[config.mk]
export PLATFORM = sky130hd
export DESIGN_NAME = gspd_key_enc
export DESIGN_NICKNAME = d
export VERILOG_FILES = /design/src/hdl/gspd_pkg.sv /design/src/hdl/gspd_key_enc.sv
export SDC_FILE = /design/constraint.sdc
export NUM_CORES = 1
export LEC_CHECK = 0
export BUFFER_PORTS_ARGS = -buffer_cell sky130_fd_sc_hd__buf_2
export CORE_UTILIZATION = 54
export DETAILED_ROUTE_END_ITERATION = 8
export PLACE_DENSITY = 0.88
export SKIP_LAST_GASP = 1
export SYNTH_ARGS = -nofsm -noshare
export SYNTH_HDL_FRONTEND = slang
export SYNTH_SLANG_ARGS = --single-unit
export TNS_END_PERCENT = 20
[constraint.sdc]
create_clock -name vclk -period 5.2
set_input_delay 0.26 -clock vclk [all_inputs]
set_output_delay 0.26 -clock vclk [all_outputs]
set_load 0.05 [all_outputs]
[src/hdl/gspd_pkg.sv]
// Shared types and constants for the gap-split pulse train decoder.
// Used by the channel interfaces, the key encoder, the top level and the checker.
`default_nettype none

package gspd_pkg;

  localparam int REG_BITS    = 24;
  localparam int CFG_IDX_BITS = 2;
  localparam int LETTER_BITS = 8;
  localparam int DIGIT_BITS  = 4;

  localparam logic [REG_BITS-1:0] JITTER_RESET   = 24'd10000;
  localparam logic [REG_BITS-1:0] GAP_RESET      = 24'd250000;
  localparam logic [REG_BITS-1:0] BOUNDARY_RESET = 24'd400000;

  localparam int LETTER_BASE  = 65;
  localparam int LETTER_SKIP  = 72;
  localparam int LETTER_MAX   = 255;
  localparam int DIGIT_RADIX  = 10;

  typedef enum logic [CFG_IDX_BITS-1:0] {
    CFG_JITTER   = 2'd0,
    CFG_GAP      = 2'd1,
    CFG_BOUNDARY = 2'd2
  } cfg_idx_e;

  typedef struct packed {
    logic [LETTER_BITS-1:0] letter_code;
    logic [DIGIT_BITS-1:0]  digit;
  } key_t;

endpackage

`default_nettype wire

[src/hdl/gspd_key_enc.sv]
// Key encoder: turns the two group counts of a finished train into letter and digit.
// Depends on gspd_pkg for the key type and the letter constants.
`default_nettype none

module gspd_key_enc import gspd_pkg::*; #(
  parameter int COUNT_BITS = 6
) (
  input  wire logic [COUNT_BITS-1:0] first_cnt_i,
  input  wire logic [COUNT_BITS-1:0] second_cnt_i,
  output key_t                       key_o
);

  localparam int LW = (COUNT_BITS + 3 > 9) ? COUNT_BITS + 3 : 9;
  localparam int PW = COUNT_BITS + 8;
  localparam int QW = PW - 11;

  logic [COUNT_BITS-1:0] first;
  logic [COUNT_BITS-1:0] second;
  logic [LW-1:0]         lsum;
  logic [LW-1:0]         lskip;
  logic [PW-1:0]         prod;
  logic [QW-1:0]         quot;
  logic [COUNT_BITS-1:0] rem;

  always_comb begin
    first  = first_cnt_i - COUNT_BITS'(1);
    second = second_cnt_i - COUNT_BITS'(1);
    lsum   = LW'(LETTER_BASE) + LW'({second, 1'b0}) +
             LW'(first > COUNT_BITS'(DIGIT_RADIX));
    lskip  = (lsum > LW'(LETTER_SKIP)) ? lsum + LW'(1) : lsum;
    if (lskip > LW'(LETTER_MAX)) begin
      key_o.letter_code = LETTER_BITS'(LETTER_MAX);
    end else begin
      key_o.letter_code = lskip[LETTER_BITS-1:0];
    end
    // Division by ten through the reciprocal 205/2048, exact below 1029.
    prod        = PW'(first) * PW'(205);
    quot        = prod[PW-1:11];
    rem         = first - COUNT_BITS'(quot) * COUNT_BITS'(DIGIT_RADIX);
    key_o.digit = rem[DIGIT_BITS-1:0];
  end

endmodule

`default_nettype wire

==> impl_metrics.prom, run 1 <==
# TYPE chip_impl_metric gauge
chip_impl_info{name="run_status",value="finished, final reports clean"} 1
chip_impl_metric{name="power.ir.vdd_worst",unit="uV"} 503
chip_impl_info{name="synthDominantAreaCellType",value="sky130_fd_sc_hd__ha_1"} 1
chip_impl_info{name="criticalPathCategory",value="in -> out"} 1
chip_impl_metric{name="n_fill_cell",unit=""} 157
chip_impl_metric{name="average_cell_area_after_synthesis",unit="sq um"} 8.02
chip_impl_metric{name="whs_path_depth",unit=""} 4
chip_impl_metric{name="seq_cells",unit=""} 0
chip_impl_metric{name="number_of_antenna_violations_at_the_first_check_in_global_routing",unit=""} 0
chip_impl_metric{name="drive_above_1_share",unit=""} 0.269
chip_impl_metric{name="critical_path_arrival",unit="ns"} 4.87
chip_impl_metric{name="grt_max_degree",unit=""} 8
chip_impl_metric{name="power_switching",unit="uW"} 295
chip_impl_metric{name="coreArea",unit="sq um"} 2250
chip_impl_metric{name="number_of_library_cell_types_mapped_by_synthesis",unit=""} 37
chip_impl_metric{name="number_of_global_route_vias_before_repair",unit=""} 1267
chip_impl_metric{name="detail_route.vias_per_cell",unit=""} 5.72
chip_impl_metric{name="layout.nets",unit=""} 249
chip_impl_metric{name="totalWireLength",unit="microns"} 3040
chip_impl_metric{name="grt_pass1_wl",unit="microns"} 5180
chip_impl_metric{name="worst-slew-pin-transition",unit="ns"} 0.501
chip_impl_metric{name="postSynthNetCount",unit=""} 214
chip_impl_metric{name="die-height",unit="microns"} 51.3
chip_impl_metric{name="cp_data_required_time",unit="ns"} 4.94
chip_impl_metric{name="slew_headroom",unit=""} 0.665
chip_impl_metric{name="power.sequential.fraction",unit=""} 0
chip_impl_metric{name="diodes",unit=""} 0
chip_impl_info{name="hold_end",value="key_o[0]"} 1
chip_impl_metric{name="post_dp_cell_area",unit="sq um"} 1540
chip_impl_metric{name="postRouteAntennaNets",unit=""} 0
chip_impl_metric{name="clock_power_share",unit=""} 0
chip_impl_metric{name="placementRows",unit=""} 17
chip_impl_metric{name="ff_latch_area",unit="sq um"} 0
chip_impl_metric{name="synth.yosys.seq_area_share",unit=""} 0
chip_impl_metric{name="drt_iter0_drc",unit=""} 47
chip_impl_metric{name="clockBufferCount",unit=""} 0
chip_impl_metric{name="final-setup-viol-count",unit=""} 0
chip_impl_info{name="worst_hold_path_type",value="in -> out"} 1
chip_impl_metric{name="num_io_pins",unit=""} 24
chip_impl_metric{name="die_x",unit="microns"} 51.3
chip_impl_metric{name="cap_viol_max_count",unit=""} 0
chip_impl_info{name="hold_path.startpoint",value="first_cnt_i[0]"} 1
chip_impl_metric{name="final_cycle_share",unit=""} 0.986
chip_impl_metric{name="timing.final.ws_setup",unit="ns"} 0.0723
chip_impl_metric{name="comb_power_share",unit=""} 1.000
chip_impl_metric{name="synthesis.area",unit="sq um"} 1320
chip_impl_metric{name="final_design_area_no_fill",unit="sq um"} 1590
chip_impl_metric{name="die-area",unit="sq um"} 2640
chip_impl_metric{name="drcViolationCount",unit=""} 0
chip_impl_metric{name="place_congestion",unit=""} 0.914
chip_impl_metric{name="hold_violation_count_in_the_final_report",unit=""} 0
chip_impl_metric{name="netlist_instances",unit=""} 164
chip_impl_info{name="ys_top_cells_by_area",value="sky130_fd_sc_hd__ha_1, sky130_fd_sc_hd__fa_1, sky130_fd_sc_hd__inv_1, sky130_fd_sc_hd__xor2_1, sky130_fd_sc_hd__xnor2_1"} 1
chip_impl_info{name="critical_path.startpoint_type",value="primary input"} 1
chip_impl_metric{name="min_period",unit="ns"} 5.13
chip_impl_metric{name="slew_viol_final",unit=""} 0
chip_impl_metric{name="pwr_density_cell",unit="nW/um^2"} 292
chip_impl_metric{name="grt_use_total",unit=""} 0.249
chip_impl_metric{name="post_cts_hold_fix_bufs",unit=""} 0
chip_impl_metric{name="max_clock_freq",unit="MHz"} 195
chip_impl_metric{name="hpwl",unit="microns"} 2650
chip_impl_metric{name="route.detailed.wl_per_inst",unit="microns"} 13.5
chip_impl_metric{name="syn_to_final_growth",unit="%"} 20.9
chip_impl_metric{name="yosysWarnings",unit=""} 0
chip_impl_metric{name="post-synth-top-area-fraction",unit=""} 0.295
chip_impl_metric{name="timing.critical_path.fanout_max",unit=""} 4
chip_impl_metric{name="fin_cells",unit=""} 225
chip_impl_info{name="endpoint_kind",value="output pin"} 1
chip_impl_metric{name="dr.pass1.iters",unit=""} 4
chip_impl_metric{name="cell_leakage_power",unit="nW"} 0.836
chip_impl_metric{name="internal_power",unit="uW"} 169
chip_impl_metric{name="swShare",unit=""} 0.636
chip_impl_metric{name="grt.overflow.total",unit=""} 0
chip_impl_metric{name="floorplan.initialDensity",unit=""} 0.583
chip_impl_metric{name="overall_via_count_from_detail_route",unit=""} 1286
chip_impl_metric{name="pre_cts_ws",unit="ns"} -0.158
chip_impl_metric{name="placement.io_buffers",unit=""} 24
chip_impl_metric{name="placed_cells",unit=""} 224
[power by group through the flow]
stage                     sequential [mW]  clock [mW]  combinational (mW)
after global placement                  0           0               0.399
after global routing                    0           0               0.504
after CTS                               0           0               0.441
final                                   0           0               0.464
after floorplan                         0           0               0.328
after detailed placement                0           0               0.420
[how the worst max path moves through the flow]
stage	from	endpoint	slack, ns	cells after the start
detailed placement	first_cnt_i[3]	key_o[3]	-0.16	22
CTS	first_cnt_i[3]	key_o[3]	0.0007	22
finish	first_cnt_i[2]	key_o[3]	0.07	22
floorplan	first_cnt_i[3]	key_o[3]	0.06	20
global route	first_cnt_i[2]	key_o[3]	-0.07	22
global placement	first_cnt_i[3]	key_o[3]	0.06	22
[timing repair]
item                                    CTS  global route
endpoints found under the setup margin    1             1
buffers inserted                          0             1
pin swaps                                 1             9
resized for setup                         5             7
[critical path, cell delays in order]
cell                      delay [ns]
sky130_fd_sc_hd__buf_2          0.13
sky130_fd_sc_hd__or4_4          0.54
sky130_fd_sc_hd__o21a_4         0.24
sky130_fd_sc_hd__nor2_4         0.12
sky130_fd_sc_hd__inv_2          0.05
sky130_fd_sc_hd__ha_1           0.27
sky130_fd_sc_hd__ha_1           0.27
sky130_fd_sc_hd__inv_1          0.05
sky130_fd_sc_hd__fa_1           0.50
sky130_fd_sc_hd__inv_1          0.05
sky130_fd_sc_hd__ha_1           0.29
sky130_fd_sc_hd__a41o_1         0.21
sky130_fd_sc_hd__a21o_1         0.18
sky130_fd_sc_hd__a21oi_2        0.16
sky130_fd_sc_hd__o21ai_4        0.10
sky130_fd_sc_hd__xnor2_2        0.16
sky130_fd_sc_hd__ha_2           0.18
sky130_fd_sc_hd__fa_2           0.33
sky130_fd_sc_hd__xor2_1         0.16
sky130_fd_sc_hd__xnor2_1        0.28
sky130_fd_sc_hd__xnor2_2        0.16
sky130_fd_sc_hd__buf_6          0.17
[logic make-up (layout without fill, tap and decap cells)]
family	after synthesis	in the layout	synth area share
mux	1	1	0.00856
buf+inv	30	63	0.0856
compound gates	32	32	0.199
simple gates	42	42	0.160
xor+xnor	21	21	0.146
fa+ha+maj	38	38	0.402
[layout by cell type (no fill, tap or decap), types with 5 or more instances in the layout]
cell type                 Yosys  layout
sky130_fd_sc_hd__inv_1       28      27
sky130_fd_sc_hd__xor2_1      11      11
sky130_fd_sc_hd__fa_1         7       6
sky130_fd_sc_hd__buf_4        0       9
sky130_fd_sc_hd__buf_2        0      23
sky130_fd_sc_hd__nor2_1      12      11
sky130_fd_sc_hd__xnor2_1      9       7
sky130_fd_sc_hd__ha_1        31      30
sky130_fd_sc_hd__nand2_1     10      10
sky130_fd_sc_hd__nand3_1      7       7
sky130_fd_sc_hd__a31oi_1      5       5
[Yosys cell counts]
library cell	number
sky130_fd_sc_hd__nor3_2	2
sky130_fd_sc_hd__a31oi_1	5
sky130_fd_sc_hd__o41ai_4	1
sky130_fd_sc_hd__and3_1	1
sky130_fd_sc_hd__xnor2_1	9
sky130_fd_sc_hd__o21ai_1	3
sky130_fd_sc_hd__nor3b_1	1
sky130_fd_sc_hd__a21oi_1	5
sky130_fd_sc_hd__fa_1	7
sky130_fd_sc_hd__o21a_4	1
sky130_fd_sc_hd__nand2b_1	1
sky130_fd_sc_hd__o2bb2ai_1	1
sky130_fd_sc_hd__a41o_1	1
sky130_fd_sc_hd__o2111ai_1	1
sky130_fd_sc_hd__xnor2_2	1
sky130_fd_sc_hd__inv_2	2
sky130_fd_sc_hd__nand2_1	10
sky130_fd_sc_hd__mux2_1	1
sky130_fd_sc_hd__a21o_1	2
sky130_fd_sc_hd__nor2b_1	2
sky130_fd_sc_hd__a21o_2	1
sky130_fd_sc_hd__or4_4	1
sky130_fd_sc_hd__inv_1	28
sky130_fd_sc_hd__ha_1	31
sky130_fd_sc_hd__xor2_1	11
sky130_fd_sc_hd__nand3b_1	1
sky130_fd_sc_hd__nor3_1	3
sky130_fd_sc_hd__nand3_1	7
sky130_fd_sc_hd__nor2_1	12
sky130_fd_sc_hd__o31ai_1	1
sky130_fd_sc_hd__o211ai_1	2
sky130_fd_sc_hd__o41ai_2	1
sky130_fd_sc_hd__o41a_1	2
sky130_fd_sc_hd__or3_1	1
sky130_fd_sc_hd__o211ai_2	1
sky130_fd_sc_hd__o21ai_0	3
sky130_fd_sc_hd__o21bai_1	1
[area by class of cell]
cell class	count	area [sq um]	share of cell area
multi-input combinational	134	1250	0.785
tap	28	35.0	0.0220
inverter	30	113	0.0708
timing repair buffer	33	194	0.122
[through the flow]
| stage | utilization | TNS [ns] | hold WS, ns | power (mW) |
|---|---|---|---|---|
| floorplan | - | 0 | 0.706 | 0.328 |
| global placement | 0.682 | 0 | 1.01 | 0.399 |
| detailed placement | 0.682 | -0.158 | 1.02 | 0.420 |
| CTS | 0.689 | 0 | 1.02 | 0.441 |
| global route | 0.705 | -0.0651 | 1.04 | 0.504 |
| finish | 0.705 | 0 | 1.03 | 0.464 |
[per-layer routing]
| layer | wire, microns | global-route usage |
|---|---|---|
| met3 | 163 | 0.0179 |
| met1 | 1320 | 0.312 |
| met5 | 0 | 0 |
| met4 | 27 | 0.0405 |
| met2 | 1520 | 0.467 |
Note: power is estimated with default switching activity, not from simulation.
==> run 2, diff against run 1 <==
Settings changed: PLACE_DENSITY 0.88 to 0.91.
Clock period 5.2 ns to 4.7 ns, I/O delays scaled along.
==> impl_metrics.prom, run 2 (synthesis gave the netlist of run 1 again) <==
# TYPE chip_impl_metric gauge
chip_impl_info{name="run_status",value="finished, violations left"} 1
chip_impl_metric{name="postRouteAntennaNets",unit=""} 0
chip_impl_metric{name="place_congestion",unit=""} 0.889
chip_impl_metric{name="critical_path_arrival",unit="ns"} 4.60
chip_impl_metric{name="multiInputGateArea",unit="sq um"} 1340
chip_impl_metric{name="finalSetupTns",unit="ns"} -0.133
chip_impl_info{name="endpoint_kind",value="output pin"} 1
chip_impl_metric{name="drive_above_1_share",unit=""} 0.350
chip_impl_metric{name="number_of_antenna_violations_at_the_first_check_in_global_routing",unit=""} 0
chip_impl_info{name="crit_end",value="key_o[3]"} 1
chip_impl_metric{name="hold_violation_count_in_the_final_report",unit=""} 0
chip_impl_metric{name="die-area",unit="sq um"} 2640
chip_impl_metric{name="layout.nets",unit=""} 258
chip_impl_metric{name="final_cycle_share",unit=""} 1.03
chip_impl_metric{name="grt.overflow.total",unit=""} 0
chip_impl_metric{name="diodes",unit=""} 0
chip_impl_metric{name="totalWireLength",unit="microns"} 3240
chip_impl_metric{name="floorplan.initialDensity",unit=""} 0.583
chip_impl_metric{name="n_fill_cell",unit=""} 153
chip_impl_metric{name="post_cts_hold_fix_bufs",unit=""} 0
chip_impl_metric{name="grt_max_degree",unit=""} 8
chip_impl_info{name="critical_path.startpoint_type",value="primary input"} 1
chip_impl_metric{name="slew_viol_final",unit=""} 0
chip_impl_metric{name="power.ir.vdd_worst",unit="uV"} 489
chip_impl_metric{name="min_period",unit="ns"} 4.83
chip_impl_info{name="rsz0062_at_grt",value="true"} 1
chip_impl_info{name="criticalPathCategory",value="in -> out"} 1
chip_impl_metric{name="seq_cells",unit=""} 0
chip_impl_metric{name="grt_use_total",unit=""} 0.260
chip_impl_metric{name="cap_viol_max_count",unit=""} 0
chip_impl_metric{name="drt_iter0_drc",unit=""} 35
chip_impl_metric{name="cp_data_required_time",unit="ns"} 4.47
chip_impl_metric{name="detail_route.vias_per_cell",unit=""} 5.36
chip_impl_metric{name="overall_via_count_from_detail_route",unit=""} 1254
chip_impl_metric{name="grt_pass1_wl",unit="microns"} 5290
chip_impl_metric{name="clockBufferCount",unit=""} 0
chip_impl_metric{name="num_io_pins",unit=""} 24
chip_impl_metric{name="pwr_density_cell",unit="nW/um^2"} 317
chip_impl_metric{name="number_of_global_route_vias_before_repair",unit=""} 1229
chip_impl_metric{name="syn_to_final_growth",unit="%"} 33.2
chip_impl_info{name="layout_common_cells",value="sky130_fd_sc_hd__inv_1, sky130_fd_sc_hd__ha_1, sky130_fd_sc_hd__buf_2"} 1
chip_impl_info{name="worst_hold_path_type",value="in -> out"} 1
chip_impl_metric{name="die-height",unit="microns"} 51.3
chip_impl_info{name="violations",value="setup timing"} 1
chip_impl_metric{name="drcViolationCount",unit=""} 0
chip_impl_metric{name="die_x",unit="microns"} 51.3
chip_impl_metric{name="max_clock_freq",unit="MHz"} 207
chip_impl_metric{name="placement.io_buffers",unit=""} 24
chip_impl_metric{name="worst_hold_slack",unit="ns"} 1.05
chip_impl_metric{name="ff_latch_area",unit="sq um"} 0
chip_impl_metric{name="worst-slew-pin-transition",unit="ns"} 0.500
chip_impl_metric{name="cell_leakage_power",unit="nW"} 0.891
chip_impl_metric{name="coreArea",unit="sq um"} 2250
chip_impl_info{name="critical_path.startpoint",value="first_cnt_i[3]"} 1
chip_impl_metric{name="dr.pass1.iters",unit=""} 5
chip_impl_metric{name="timing.critical_path.fanout_max",unit=""} 3
chip_impl_metric{name="timing.final.ws_setup",unit="ns"} -0.133
chip_impl_metric{name="slew_headroom",unit=""} 0.665
chip_impl_metric{name="hpwl",unit="microns"} 2670
chip_impl_metric{name="placementRows",unit=""} 17
chip_impl_metric{name="final-setup-viol-count",unit=""} 1
chip_impl_metric{name="route.detailed.wl_per_inst",unit="microns"} 13.8
chip_impl_metric{name="fin_total_pwr",unit="uW"} 555
## run 2: routing by layer
metal  vias up  wire length, microns  track usage
li1        648                     -            -
met1       573                  1410        0.302
met2        31                  1720        0.533
met3         2                    83      0.00595
met4         0                    21       0.0270
met5         -                     0            0
## run 2: worst max-delay path, cell delays in order
cell and delay, ns:
sky130_fd_sc_hd__buf_2 0.11, sky130_fd_sc_hd__or4_4 0.57, sky130_fd_sc_hd__o21a_4 0.23, sky130_fd_sc_hd__nor2_4 0.09
sky130_fd_sc_hd__inv_2 0.06, sky130_fd_sc_hd__ha_4 0.22, sky130_fd_sc_hd__ha_4 0.25, sky130_fd_sc_hd__inv_1 0.04
sky130_fd_sc_hd__fa_1 0.49, sky130_fd_sc_hd__inv_1 0.04, sky130_fd_sc_hd__ha_1 0.28, sky130_fd_sc_hd__a41o_1 0.18
sky130_fd_sc_hd__a21o_1 0.16, sky130_fd_sc_hd__a21oi_2 0.16, sky130_fd_sc_hd__o21ai_4 0.11, sky130_fd_sc_hd__xnor2_2 0.17
sky130_fd_sc_hd__ha_2 0.19, sky130_fd_sc_hd__fa_2 0.35, sky130_fd_sc_hd__xor2_2 0.17, sky130_fd_sc_hd__xnor2_2 0.17
sky130_fd_sc_hd__xnor2_2 0.13, sky130_fd_sc_hd__buf_6 0.17
## run 2: timing repair
action                                  CTS  global route
pin swaps                                10             1
resized for setup                         6             2
buffers inserted                          1             0
endpoints found under the setup margin    1             6
## run 2: report_power, final
part	leakage (nW)	internal, mW	switching (mW)
logic	0.891	0.212	0.344
registers	0	0	0
clock network	0	0	0
total	0.891	0.212	0.344
## run 2: worst min-delay path by stage
stage / start / endpoint / slack, ns / depth (start not counted)
after global placement: first_cnt_i[0] / key_o[0] / 1.04 / 4
after floorplan: first_cnt_i[0] / key_o[0] / 0.66 / 1
after CTS: second_cnt_i[5] / key_o[11] / 1.04 / 4
after detailed placement: second_cnt_i[5] / key_o[11] / 1.04 / 4
after global routing: second_cnt_i[5] / key_o[11] / 1.07 / 4
final: second_cnt_i[5] / key_o[11] / 1.05 / 4
## run 2: final cells by class
class | count | share of cell area
inverters | 30 | 0.0664
multi-input cells | 134 | 0.764
well taps | 28 | 0.0200
repair buffers | 42 | 0.149
## run 2: metrics by stage
step | area [sq um] | worst slack, ns | utilization | cells
after floorplan | 1420 | -0.178 | - | 164
after global placement | 1700 | -0.231 | 0.753 | 233
after detailed placement | 1700 | -0.371 | 0.753 | 233
after CTS | 1740 | -0.130 | 0.772 | 234
after global routing | 1750 | -0.267 | 0.777 | 234
final | 1750 | -0.133 | 0.777 | 234
